## config.mk

```make
export PLATFORM = sky130hd
export DESIGN_NAME = deterministic_primality_tester
export DESIGN_NICKNAME = d
export VERILOG_FILES = /design/src/rtl/core/dpt_pkg.sv /design/src/rtl/core/dpt_modmul.sv /design/src/rtl/core/dpt_divchk.sv /design/src/rtl/core/deterministic_primality_tester.sv
export SDC_FILE = /design/constraint.sdc
export NUM_CORES = 2
export LEC_CHECK = 0
export BUFFER_PORTS_ARGS = -buffer_cell sky130_fd_sc_hd__buf_2
export CAP_MARGIN = 10
export CORE_MARGIN = 2
export CORE_UTILIZATION = 45
export CTS_CLUSTER_DIAMETER = 60
export DETAILED_ROUTE_END_ITERATION = 8
export PLACE_DENSITY = 0.68
export SKIP_CTS_REPAIR_TIMING = 1
export SYNTH_ARGS = -nofsm -noshare
export SYNTH_HDL_FRONTEND = slang
export SYNTH_SLANG_ARGS = --single-unit
```

## constraint.sdc

```tcl
create_clock -name clk -period 9.05 [get_ports clk]
set_input_delay 1.3575 -clock clk [delete_from_list [all_inputs] [get_ports clk]]
set_output_delay 1.3575 -clock clk [all_outputs]
set_load 0.05 [all_outputs]
```

## src/rtl/core/dpt_pkg.sv

```systemverilog
// ----------------------------------------------------------------------------
// dpt_pkg
// shared types and constants for the primality tester
// ----------------------------------------------------------------------------
`default_nettype none
package dpt_pkg;
    localparam int NumW = 64;
    localparam int WitCnt = 12;
    localparam int WitIdxW = 4;

    typedef logic [NumW-1:0] num_t;

    // modular multiplier control toward the serial unit
    typedef struct packed {
        logic start;
        num_t a;
        num_t b;
        num_t m;
    } mul_req_t;

    typedef struct packed {
        logic done;
        num_t p;
    } mul_rsp_t;

    function automatic logic [5:0] witness(input logic [WitIdxW-1:0] k);
        logic [5:0] w;
        case (k)
            4'd0: w = 6'd2;
            4'd1: w = 6'd3;
            4'd2: w = 6'd5;
            4'd3: w = 6'd7;
            4'd4: w = 6'd11;
            4'd5: w = 6'd13;
            4'd6: w = 6'd17;
            4'd7: w = 6'd19;
            4'd8: w = 6'd23;
            4'd9: w = 6'd29;
            4'd10: w = 6'd31;
            4'd11: w = 6'd37;
            default: w = 6'd2;
        endcase
        return w;
    endfunction
endpackage
`default_nettype wire

```

## src/rtl/core/dpt_modmul.sv

```systemverilog
// ----------------------------------------------------------------------------
// dpt_modmul
// bit-serial modular multiplier, msb first double-and-add; takes a new request only when idle
// ----------------------------------------------------------------------------
`default_nettype none
module dpt_modmul (
    input  wire logic              clk,
    input  wire logic              rst_n,
    input  wire dpt_pkg::mul_req_t req,
    output dpt_pkg::mul_rsp_t      rsp
);
    import dpt_pkg::*;

    typedef enum logic [1:0] {S_IDLE, S_DBL, S_ADD} state_t;

    state_t state_reg, state_next;
    num_t acc_reg, acc_next;
    num_t x_reg, x_next;
    num_t y_reg, y_next;
    num_t m_reg, m_next;
    logic [6:0] cnt_reg, cnt_next;
    logic done_reg, done_next;

    // mod add of acc with an operand: gap to m, compare, then add or subtract
    num_t addend, gap, sum;
    always_comb
    begin
        addend = (state_reg == S_DBL) ? acc_reg : x_reg;
        gap = m_reg - addend;
        sum = (acc_reg >= gap) ? (acc_reg - gap) : (acc_reg + addend);
    end

    always_comb
    begin
        state_next = state_reg;
        acc_next = acc_reg;
        x_next = x_reg;
        y_next = y_reg;
        m_next = m_reg;
        cnt_next = cnt_reg;
        done_next = 1'b0;
        case (state_reg)
            S_IDLE:
            begin
                if (req.start)
                begin
                    acc_next = '0;
                    x_next = req.a;
                    y_next = req.b;
                    m_next = req.m;
                    cnt_next = 7'(NumW);
                    state_next = S_DBL;
                end
            end
            S_DBL:
            begin
                acc_next = sum;
                cnt_next = cnt_reg - 7'd1;
                if (y_reg[NumW-1])
                    state_next = S_ADD;
                else
                begin
                    y_next = y_reg << 1;
                    if (cnt_reg == 7'd1)
                    begin
                        state_next = S_IDLE;
                        done_next = 1'b1;
                    end
                end
            end
            S_ADD:
            begin
                acc_next = sum;
                y_next = y_reg << 1;
                if (cnt_reg == 7'd0)
                begin
                    state_next = S_IDLE;
                    done_next = 1'b1;
                end
                else
                    state_next = S_DBL;
            end
            default: state_next = S_IDLE;
        endcase
    end

    always_ff @(posedge clk or negedge rst_n)
    begin
        if (!rst_n)
        begin
            state_reg <= S_IDLE;
            cnt_reg <= '0;
            done_reg <= 1'b0;
        end
        else
        begin
            state_reg <= state_next;
            cnt_reg <= cnt_next;
            done_reg <= done_next;
        end
    end

    always_ff @(posedge clk)
    begin
        acc_reg <= acc_next;
        x_reg <= x_next;
        y_reg <= y_next;
        m_reg <= m_next;
    end

    assign rsp.done = done_reg;
    assign rsp.p = acc_reg;
endmodule
`default_nettype wire

```

## src/rtl/core/dpt_divchk.sv

```systemverilog
// ----------------------------------------------------------------------------
// dpt_divchk
// serial remainder of n by a small witness, one bit per cycle msb first
// ----------------------------------------------------------------------------
`default_nettype none
module dpt_divchk (
    input  wire logic                   clk,
    input  wire logic                   rst_n,
    input  wire logic                   start,
    input  wire dpt_pkg::num_t          n,
    input  wire logic [5:0]             divisor,
    output logic                        done,
    output logic                        zero_rem
);
    import dpt_pkg::*;

    num_t sh_reg, sh_next;
    logic [5:0] rem_reg, rem_next;
    logic [6:0] cnt_reg, cnt_next;
    logic busy_reg, busy_next;
    logic done_reg, done_next;
    logic [6:0] trial;

    always_comb
    begin
        trial = {rem_reg, sh_reg[NumW-1]};
        sh_next = sh_reg;
        rem_next = rem_reg;
        cnt_next = cnt_reg;
        busy_next = busy_reg;
        done_next = 1'b0;
        if (start)
        begin
            sh_next = n;
            rem_next = '0;
            cnt_next = 7'(NumW);
            busy_next = 1'b1;
        end
        else if (busy_reg)
        begin
            rem_next = (trial >= {1'b0, divisor}) ? 6'(trial - {1'b0, divisor})
                                                  : trial[5:0];
            sh_next = sh_reg << 1;
            cnt_next = cnt_reg - 7'd1;
            if (cnt_reg == 7'd1)
            begin
                busy_next = 1'b0;
                done_next = 1'b1;
            end
        end
    end

    always_ff @(posedge clk or negedge rst_n)
    begin
        if (!rst_n)
        begin
            busy_reg <= 1'b0;
            done_reg <= 1'b0;
            cnt_reg <= '0;
        end
        else
        begin
            busy_reg <= busy_next;
            done_reg <= done_next;
            cnt_reg <= cnt_next;
        end
    end

    always_ff @(posedge clk)
    begin
        sh_reg <= sh_next;
        rem_reg <= rem_next;
    end

    assign done = done_reg;
    assign zero_rem = (rem_reg == '0);
endmodule
`default_nettype wire

```

## src/rtl/core/deterministic_primality_tester.sv

```systemverilog
// ----------------------------------------------------------------------------
// deterministic_primality_tester
// deterministic miller-rabin test of a 64-bit number, witnesses 2..37
// ----------------------------------------------------------------------------
// channel   dir  tdata                   tuser  tlast
// s_axis    in   [63:0] number           -      -
// m_axis    out  [0] prime_flag (7 pad)  -      -
//
// one item at a time; the modular products run one after another in the
// serial multiplier and set the rate: up to ~1500 products for a strong
// prime; the twelve trial divisions run serially before the first witness
// reset clears all control; the result register holds until taken and the
// input stays closed until then
`default_nettype none
module deterministic_primality_tester (
    input  wire logic        clk,
    input  wire logic        rst_n,
    input  wire logic        s_axis_tvalid,
    output logic             s_axis_tready,
    input  wire logic [63:0] s_axis_tdata,   // [63:0] number
    output logic             m_axis_tvalid,
    input  wire logic        m_axis_tready,
    output logic [7:0]       m_axis_tdata    // [0] prime_flag, [7:1] zero
);
    import dpt_pkg::*;

    typedef enum logic [3:0] {
        S_IDLE, S_DIV, S_DIVW, S_WIT, S_POWSTEP, S_POWW, S_SQB, S_SQBW,
        S_CHK, S_SQX, S_SQXW, S_OUT
    } state_t;

    state_t state_reg;
    num_t n_reg, d_reg, e_reg, b_reg, x_reg, top_reg;
    logic [5:0] r_reg, i_reg;
    logic [WitIdxW-1:0] k_reg;
    logic res_reg, ovalid_reg;

    mul_req_t mreq;
    mul_rsp_t mrsp;
    logic dv_start, dv_done, dv_zero;
    logic [5:0] wit;
    logic wit_pass;

    assign wit = witness(k_reg);

    dpt_modmul u_mul (.clk(clk), .rst_n(rst_n), .req(mreq), .rsp(mrsp));

    dpt_divchk u_div (
        .clk(clk), .rst_n(rst_n), .start(dv_start), .n(n_reg),
        .divisor(wit), .done(dv_done), .zero_rem(dv_zero)
    );

    assign s_axis_tready = (state_reg == S_IDLE) && !ovalid_reg;
    assign m_axis_tvalid = ovalid_reg;
    assign m_axis_tdata = {7'd0, res_reg};
    assign dv_start = (state_reg == S_DIV);

    // the current witness is satisfied
    assign wit_pass = (state_reg == S_CHK && (x_reg == 64'd1 || x_reg == top_reg)) ||
                      (state_reg == S_SQXW && mrsp.done && mrsp.p == top_reg);

    // multiplier operands by state
    always_comb
    begin
        mreq.start = 1'b0;
        mreq.a = x_reg;
        mreq.b = b_reg;
        mreq.m = n_reg;
        case (state_reg)
            S_POWSTEP: mreq.start = e_reg[0];
            S_SQB:
            begin
                mreq.start = 1'b1;
                mreq.a = b_reg;
            end
            S_SQX:
            begin
                mreq.start = 1'b1;
                mreq.b = x_reg;
            end
            default: mreq.start = 1'b0;
        endcase
    end

    always_ff @(posedge clk or negedge rst_n)
    begin
        if (!rst_n)
        begin
            state_reg <= S_IDLE;
            ovalid_reg <= 1'b0;
            res_reg <= 1'b0;
            k_reg <= '0;
            r_reg <= '0;
            i_reg <= '0;
            n_reg <= '0;
            d_reg <= '0;
            e_reg <= '0;
            b_reg <= '0;
            x_reg <= '0;
            top_reg <= '0;
        end
        else
        begin
            if (ovalid_reg && m_axis_tready)
                ovalid_reg <= 1'b0;
            case (state_reg)
                S_IDLE:
                begin
                    if (s_axis_tvalid && s_axis_tready)
                    begin
                        n_reg <= s_axis_tdata;
                        top_reg <= s_axis_tdata - 64'd1;
                        k_reg <= '0;
                        if (s_axis_tdata < 64'd4 || !s_axis_tdata[0])
                        begin
                            res_reg <= (s_axis_tdata == 64'd2) || (s_axis_tdata == 64'd3);
                            state_reg <= S_OUT;
                        end
                        else
                            state_reg <= S_DIV;
                    end
                end
                S_DIV: state_reg <= S_DIVW;
                S_DIVW:
                begin
                    if (dv_done)
                    begin
                        if (n_reg == 64'(wit))
                        begin
                            res_reg <= 1'b1;
                            state_reg <= S_OUT;
                        end
                        else if (dv_zero)
                        begin
                            res_reg <= 1'b0;
                            state_reg <= S_OUT;
                        end
                        else if (k_reg == 4'(WitCnt - 1))
                        begin
                            // n > 37 and odd: split n-1 one bit per cycle below
                            k_reg <= '0;
                            d_reg <= top_reg;
                            r_reg <= '0;
                            state_reg <= S_WIT;
                        end
                        else
                        begin
                            k_reg <= k_reg + 4'd1;
                            state_reg <= S_DIV;
                        end
                    end
                end
                S_WIT:
                begin
                    if (!d_reg[0])
                    begin
                        d_reg <= d_reg >> 1;
                        r_reg <= r_reg + 6'd1;
                    end
                    else
                    begin
                        e_reg <= d_reg;
                        b_reg <= 64'(wit);
                        x_reg <= 64'd1;
                        state_reg <= S_POWSTEP;
                    end
                end
                S_POWSTEP:
                begin
                    if (e_reg == '0)
                        state_reg <= S_CHK;
                    else if (e_reg[0])
                        state_reg <= S_POWW;
                    else
                        state_reg <= S_SQB;
                end
                S_POWW:
                begin
                    if (mrsp.done)
                    begin
                        x_reg <= mrsp.p;
                        state_reg <= S_SQB;
                    end
                end
                S_SQB:
                begin
                    e_reg <= e_reg >> 1;
                    state_reg <= S_SQBW;
                end
                S_SQBW:
                begin
                    if (mrsp.done)
                    begin
                        b_reg <= mrsp.p;
                        state_reg <= S_POWSTEP;
                    end
                end
                S_CHK:
                begin
                    i_reg <= 6'd1;
                    if (!wit_pass)
                    begin
                        if (r_reg > 6'd1)
                            state_reg <= S_SQX;
                        else
                        begin
                            res_reg <= 1'b0;
                            state_reg <= S_OUT;
                        end
                    end
                end
                S_SQX: state_reg <= S_SQXW;
                S_SQXW:
                begin
                    if (mrsp.done)
                    begin
                        x_reg <= mrsp.p;
                        if (!wit_pass)
                        begin
                            if (i_reg + 6'd1 < r_reg)
                            begin
                                i_reg <= i_reg + 6'd1;
                                state_reg <= S_SQX;
                            end
                            else
                            begin
                                res_reg <= 1'b0;
                                state_reg <= S_OUT;
                            end
                        end
                    end
                end
                S_OUT:
                begin
                    if (!ovalid_reg)
                    begin
                        ovalid_reg <= 1'b1;
                        state_reg <= S_IDLE;
                    end
                end
                default: state_reg <= S_IDLE;
            endcase
            // a witness passes: move to the next one or finish prime
            if (wit_pass)
            begin
                if (k_reg == 4'(WitCnt - 1))
                begin
                    res_reg <= 1'b1;
                    state_reg <= S_OUT;
                end
                else
                begin
                    k_reg <= k_reg + 4'd1;
                    d_reg <= top_reg;
                    r_reg <= '0;
                    state_reg <= S_WIT;
                end
            end
        end
    end
endmodule
`default_nettype wire

```

Word level (Yosys, flattened, before mapping)
Memory sizes are Yosys's and may differ from the RTL's.
Cells that the tools add are included.
- add/subtract/negate cells: 10
- order comparisons: 5
- eq/ne operators: 38
- muxes and demuxes: 101
- reductions and logical operators: 40
- operators with widths (kind ; count):
    $mux 64 ; 20
    $pmux 64 s2 ; 5
    $pmux 64 s3 ; 1
    $eq 64x2->1 const B ; 2
    $eq 64x64->1 ; 2
    $sub 64x64->64 ; 2
    $mux 4 ; 20
    $mux 6 ; 11
    $add 64x64->64 ; 1
    $eq 64x1->1 const B ; 1
    $eq 64x6->1 ; 1
    $ge 64x64->1 ; 1
    $logic_not 64->1 ; 1
    $lt 64x3->1 const B ; 1
    $sub 64x1->64 const B ; 1
    $pmux 4 s12 ; 1
    $mux 1 ; 25
    $pmux 6 s2 ; 2
    $mux 7 ; 3
    $eq 4x4->1 const B ; 5
    $ne 3x2->1 const B ; 6
    $eq 4x3->1 const B ; 4
    $eq 7x1->1 const B ; 2
    $mux 2 ; 7
    other kinds (33) ; 69
- bits in registers: 751
- ROM bits: 96
- input port bits: 68
- output and inout port bits: 10
- memories kept: 1
- memories (name ; depth ; width ; rd ports ; clocked after memory_dff ; write ports ; RTL line ; text):
    (name not given) ; 16 ; 6 ; 1 ; 0 ; 0 ; dpt_pkg.sv:28 ; case (k)

Longest topological paths before layout
- depth after elaboration: 9
- gate-level depth with buffers: 33

Modules after synthesis
Synthesis repeated with hierarchy kept, for this count alone.
- cells, all modules: 5215
- area, all modules: 49238.5 µm²
- by module, submodules not included (module ; times used ; cells an instance ; area each (µm²)):
    deterministic_primality_tester ; 1 ; 2668 ; 23692.7
    dpt_modmul ; 1 ; 2293 ; 21817.2
    dpt_divchk ; 1 ; 254 ; 3728.6

Worst setup path before layout
OpenSTA, ideal clock, no wires.
- path kind: reg-to-reg
- start: register state_reg[3]
- end: register u_mul.cnt_reg[2]
- setup time: 0.128 ns
- data arrival time: 7.452 ns
- required time: 8.922 ns
- path slack: 1.469 ns
- stages on the path, launching flop included: 9
- buffers on the path: 2
- cell sequence: dfrtp_1 > clkbuf_1 > clkbuf_1 > o21bai_1 > nor3b_1 > nor2_1 > nor2b_1 > nor2b_1 > nor2_1
- longest elaborated chain between the ends: 5
- elaborated cells between the ends (all ways): 7
- ends and longest elaborated chain (element ; RTL line ; text):
    start: declaration ; deterministic_primality_tester.sv:32 ; state_t state_reg;
    start signal: assignment ; deterministic_primality_tester.sv:89 ; state_reg <= S_IDLE;
    start signal: assignment ; deterministic_primality_tester.sv:117 ; state_reg <= S_OUT;
    start signal: assignment ; deterministic_primality_tester.sv:120 ; state_reg <= S_DIV;
    $eq 4x4->1 or $eq 4x3->1 (tied branches) ; deterministic_primality_tester.sv:69 ; case (state_reg)
    $reduce_or 2->1 (no source line) ; -- ;
    $pmux 1 s2 (*) ; deterministic_primality_tester.sv:69 ;
    $ne 2x2->1 (no source line) (*) ; -- ;
    $reduce_and 2->1 (no source line) (*) ; -- ;
    end signal: assignment ; dpt_modmul.sv:98 ; cnt_reg <= cnt_next;
    end: declaration ; dpt_modmul.sv:21 ; logic [6:0] cnt_reg, cnt_next;
Mark *: on every way between the ends. The rest lies on a longest branch, timed or not.
A chain may end at the register's enable or synchronous reset.

Final worst setup path
- start: register u_mul.state_reg[1]
- end: register u_mul.acc_reg[61] (data pin)
- longest elaborated chain between the ends: 6
- elaborated cells between the ends (all ways): 11
- ends and longest elaborated chain (element ; RTL line ; text):
    start: declaration ; dpt_modmul.sv:16 ; state_t state_reg, state_next;
    start signal: assignment ; dpt_modmul.sv:97 ; state_reg <= state_next;
    $eq 2x1->1 ; dpt_modmul.sv:28, dpt_modmul.sv:42 ;
    $mux 64 ; dpt_modmul.sv:28 ; addend = (state_reg == S_DBL) ? acc_reg : x_reg;
    $sub 64x64->64 ; dpt_modmul.sv:29 ; gap = m_reg - addend;
    $sub 64x64->64 or $ge 64x64->1 (tied branches) ; dpt_modmul.sv:30 ; sum = (acc_reg >= gap) ? (acc_reg - gap) : (acc_reg + addend);
    $mux 64 ; dpt_modmul.sv:30 ;
    $pmux 64 s2 (*) ; dpt_modmul.sv:42 ; case (state_reg)
    end signal: assignment ; dpt_modmul.sv:105 ; acc_reg <= acc_next;
    end: declaration ; dpt_modmul.sv:17 ; num_t acc_reg, acc_next;
Marks and branches as above.

==> out/results.tsv <==
metric	value	unit
worst path required time	9.45	ns
Arr. time, crit path	8.37	ns
Setup TNS	0	ns
netlist area before placement	48300	um^2
MaxCap Viol Count	0	
fin util	49.5	%
area added between synthesis and finish	9.52	%
R2R setup slack	1.09	ns
Netlist cell types	87	
startpoint types	register	
Hold Violations, Final	0	
Post-synth ARST share	56.6	%
crit path time final	7.96	ns
crit path max fanout	46	
Die Y	332	um
top cells by count, synth	nand2_1 (1109), o21ai_0 (541), dfrtp_1 (425)	
Area contributors post-synth	dfrtp_1 (22%), edfxtp_1 (20%), nand2_1 (8.6%), ha_1 (5.8%), o21ai_0 (5.6%)	
First DRT Iteration DRCs	5195	
Synth Flop Type	dfrtp_1	
number of remaining DRC errors	0	
hold depth	2	
Placeable Area	107000	um^2
max-slew violation count	0	
final-report setup violation count	0	
most common cell in the synthesized netlist	nand2_1	
half-perimeter wire length after detailed placement	126	mm
hold_sp	u_div.rem_reg[5]	
Final Skew	0.0452	ns
register area share after synthesis	42.2	%
Max clock buf depth	3	
slew at the pin closest to its max-slew limit	1.14	ns
fmax	126	MHz
Tot Pwr	7370	uW
worst reg2reg path startpoint	u_mul.state_reg[1]	
period utilization	88.0	%
Syn Area/Cell	8.91	um^2
cells after synthesis	5419	
share of the synthesized area in the top cell type	22.0	%
mean routed wirelength per cell	25.1	um
Clock transition at path regs	0.06	ns
share of cells above drive strength 1	8.32	%
pwr dens	139	nW/um^2
gr usage total	30.6	%
Slew headroom	22.2	%
drt pass-1 iters	6	
Die Wd	332	um
clock root buffer	clkbuf_16	
critical path class	register to register	
Max VDD drop	119	uV
Clock Sinks	751	
yosys synthesis warning count	0	
CTS H-tree lvls	3	
GPL Wtd Cong	1.04	
Cell Rows	120	
nets	5639	
unrepaired setup endpoints after global routing	no	
total grt overflow	0	
HP Class	register to register	
CTS tree	yes	
drt total wl	171	mm
number of global-route vias before repair	39000	
CTS Buf Count	89	
Reg-to-Reg End	u_mul.acc_reg[61]	
IO buf count	70	
worst skew pair latency	0.68	ns
DRT antenna net count	0	
crit end category	register	
via count	41700	
initial antenna violation count	6	
status	complete, no violations	
first-pass GRT wire length	255	mm
I/O pin count	78	
die area	110000	um^2
largest net degree at the start of global routing	180	
worst hold endpoint	u_div.rem_reg[5]	
Synth area leader	dfrtp_1	
Synth Register Bits	751	
number of synthesized flops with an enable pin	320	
leakage	0.0213	uW
reg2reg path depth	27	
Initial Utilization	45.2	%
vias per inst	6.10	
## worst max-delay path by stage
| stage | startpoint | to | slack [ns] | cells after the start |
|---|---|---|---|---|
| after floorplan | state_reg[3] | u_mul.cnt_reg[2] | 1.47 | 8 |
| after global placement | u_mul.state_reg[1] | u_mul.acc_reg[61] | 1.38 | 28 |
| after detailed placement | u_mul.state_reg[1] | u_mul.acc_reg[61] | 1.24 | 28 |
| after CTS | u_mul.state_reg[1] | u_mul.acc_reg[61] | 1.22 | 28 |
| after global routing | u_mul.state_reg[1] | u_mul.acc_reg[61] | 0.67 | 27 |
| final | u_mul.state_reg[1] | u_mul.acc_reg[61] | 1.09 | 27 |
## placed cells by master (no fill, tap or decap), drive strengths merged, types with 22 or more instances in the layout
cell type / count
nor2b: 32
nand2: 1110
o22ai: 23
mux2i: 219
a21oi: 360
buf: 114
inv: 194
nor3: 58
nand4: 73
xor2: 148
nand3: 57
o21a: 33
nand2b: 32
and3: 23
o21ai: 578
edfxtp: 320
xnor2: 230
mux2: 132
o21bai: 27
clkbuf: 119
a211oi: 33
and2: 22
nor4: 103
clkinv: 22
ha: 222
a21o: 132
dfrtp: 425
a31oi: 33
nor2: 286
## per-layer routing
layer	up-vias	wire length, um	global-route usage [%]
li1	19100	-	-
met5	-	56	0
met1	20100	71200	42.7
met3	409	16900	5.97
met2	2098	72300	44.8
met4	8	10900	16.5
## where the power goes
part	leakage, uW	internal [uW]	switching, uW	total, uW
Clock	0.00146	2180	1550	3730
Sequential	0.00809	3530	0.0000000000000430	3530
Combinational	0.0118	23.9	89.3	113
## layout make-up
cell class	count	area (um^2)
diodes	6	15.0
well taps	1403	1760
clock buffers	119	2470
inverters	184	691
repair buffers	114	728
multi-input cells	4205	26300
flip-flops and latches	751	20400
clock inverters	47	564
fillers	9921	53900
## cell families after synthesis
group	count (synthesis)	share of synthesized area, %
AO/OA/AOI/OAI	1372	16.7
multiplexers	351	7.62
buffers and inverters	469	3.76
flip-flops	751	42.2
AND/OR/NAND/NOR	1871	17.0
adder cells (fa/ha/maj)	226	5.92
other	1	0.00777
XOR/XNOR	378	6.86
## through the flow
step | hold slack [ns] | instances | worst slack [ns] | cell area [um^2]
6_report | 0.480 | 6829 | 1.09 | 52900
3_3_place_gp | 0.466 | 6657 | 1.38 | 49800
4_1_cts | 0.484 | 6823 | 1.22 | 52800
5_1_grt | 0.514 | 6823 | 0.673 | 52800
3_5_place_dp | 0.471 | 6657 | 1.24 | 49800
2_1_floorplan | 0.445 | 5425 | 1.47 | 48300
## critical path, stage by stage, from the launching register on
cell and delay (ns):
dfrtp_1 0.41, inv_1 0.13, ha_4 0.62, mux2_2 0.45
inv_1 0.06, ha_1 0.30, a2111o_1 0.42, o21ai_1 0.35
a21oi_1 0.15, o21ai_0 0.35, a221oi_1 0.17, o21a_1 0.21
o21ai_0 0.30, nand2b_1 0.10, a21oi_1 0.17, xor2_1 0.19
ha_1 0.30, and3_1 0.21, and3_1 0.20, a221oi_1 0.36
or2_2 0.21, nand3b_1 0.16, a31oi_1 0.38, o211ai_1 0.20
a31oi_1 0.52, o311ai_0 0.29, xnor2_1 0.33, o32ai_1 0.14
Note: power is estimated with default switching activity, not from simulation.
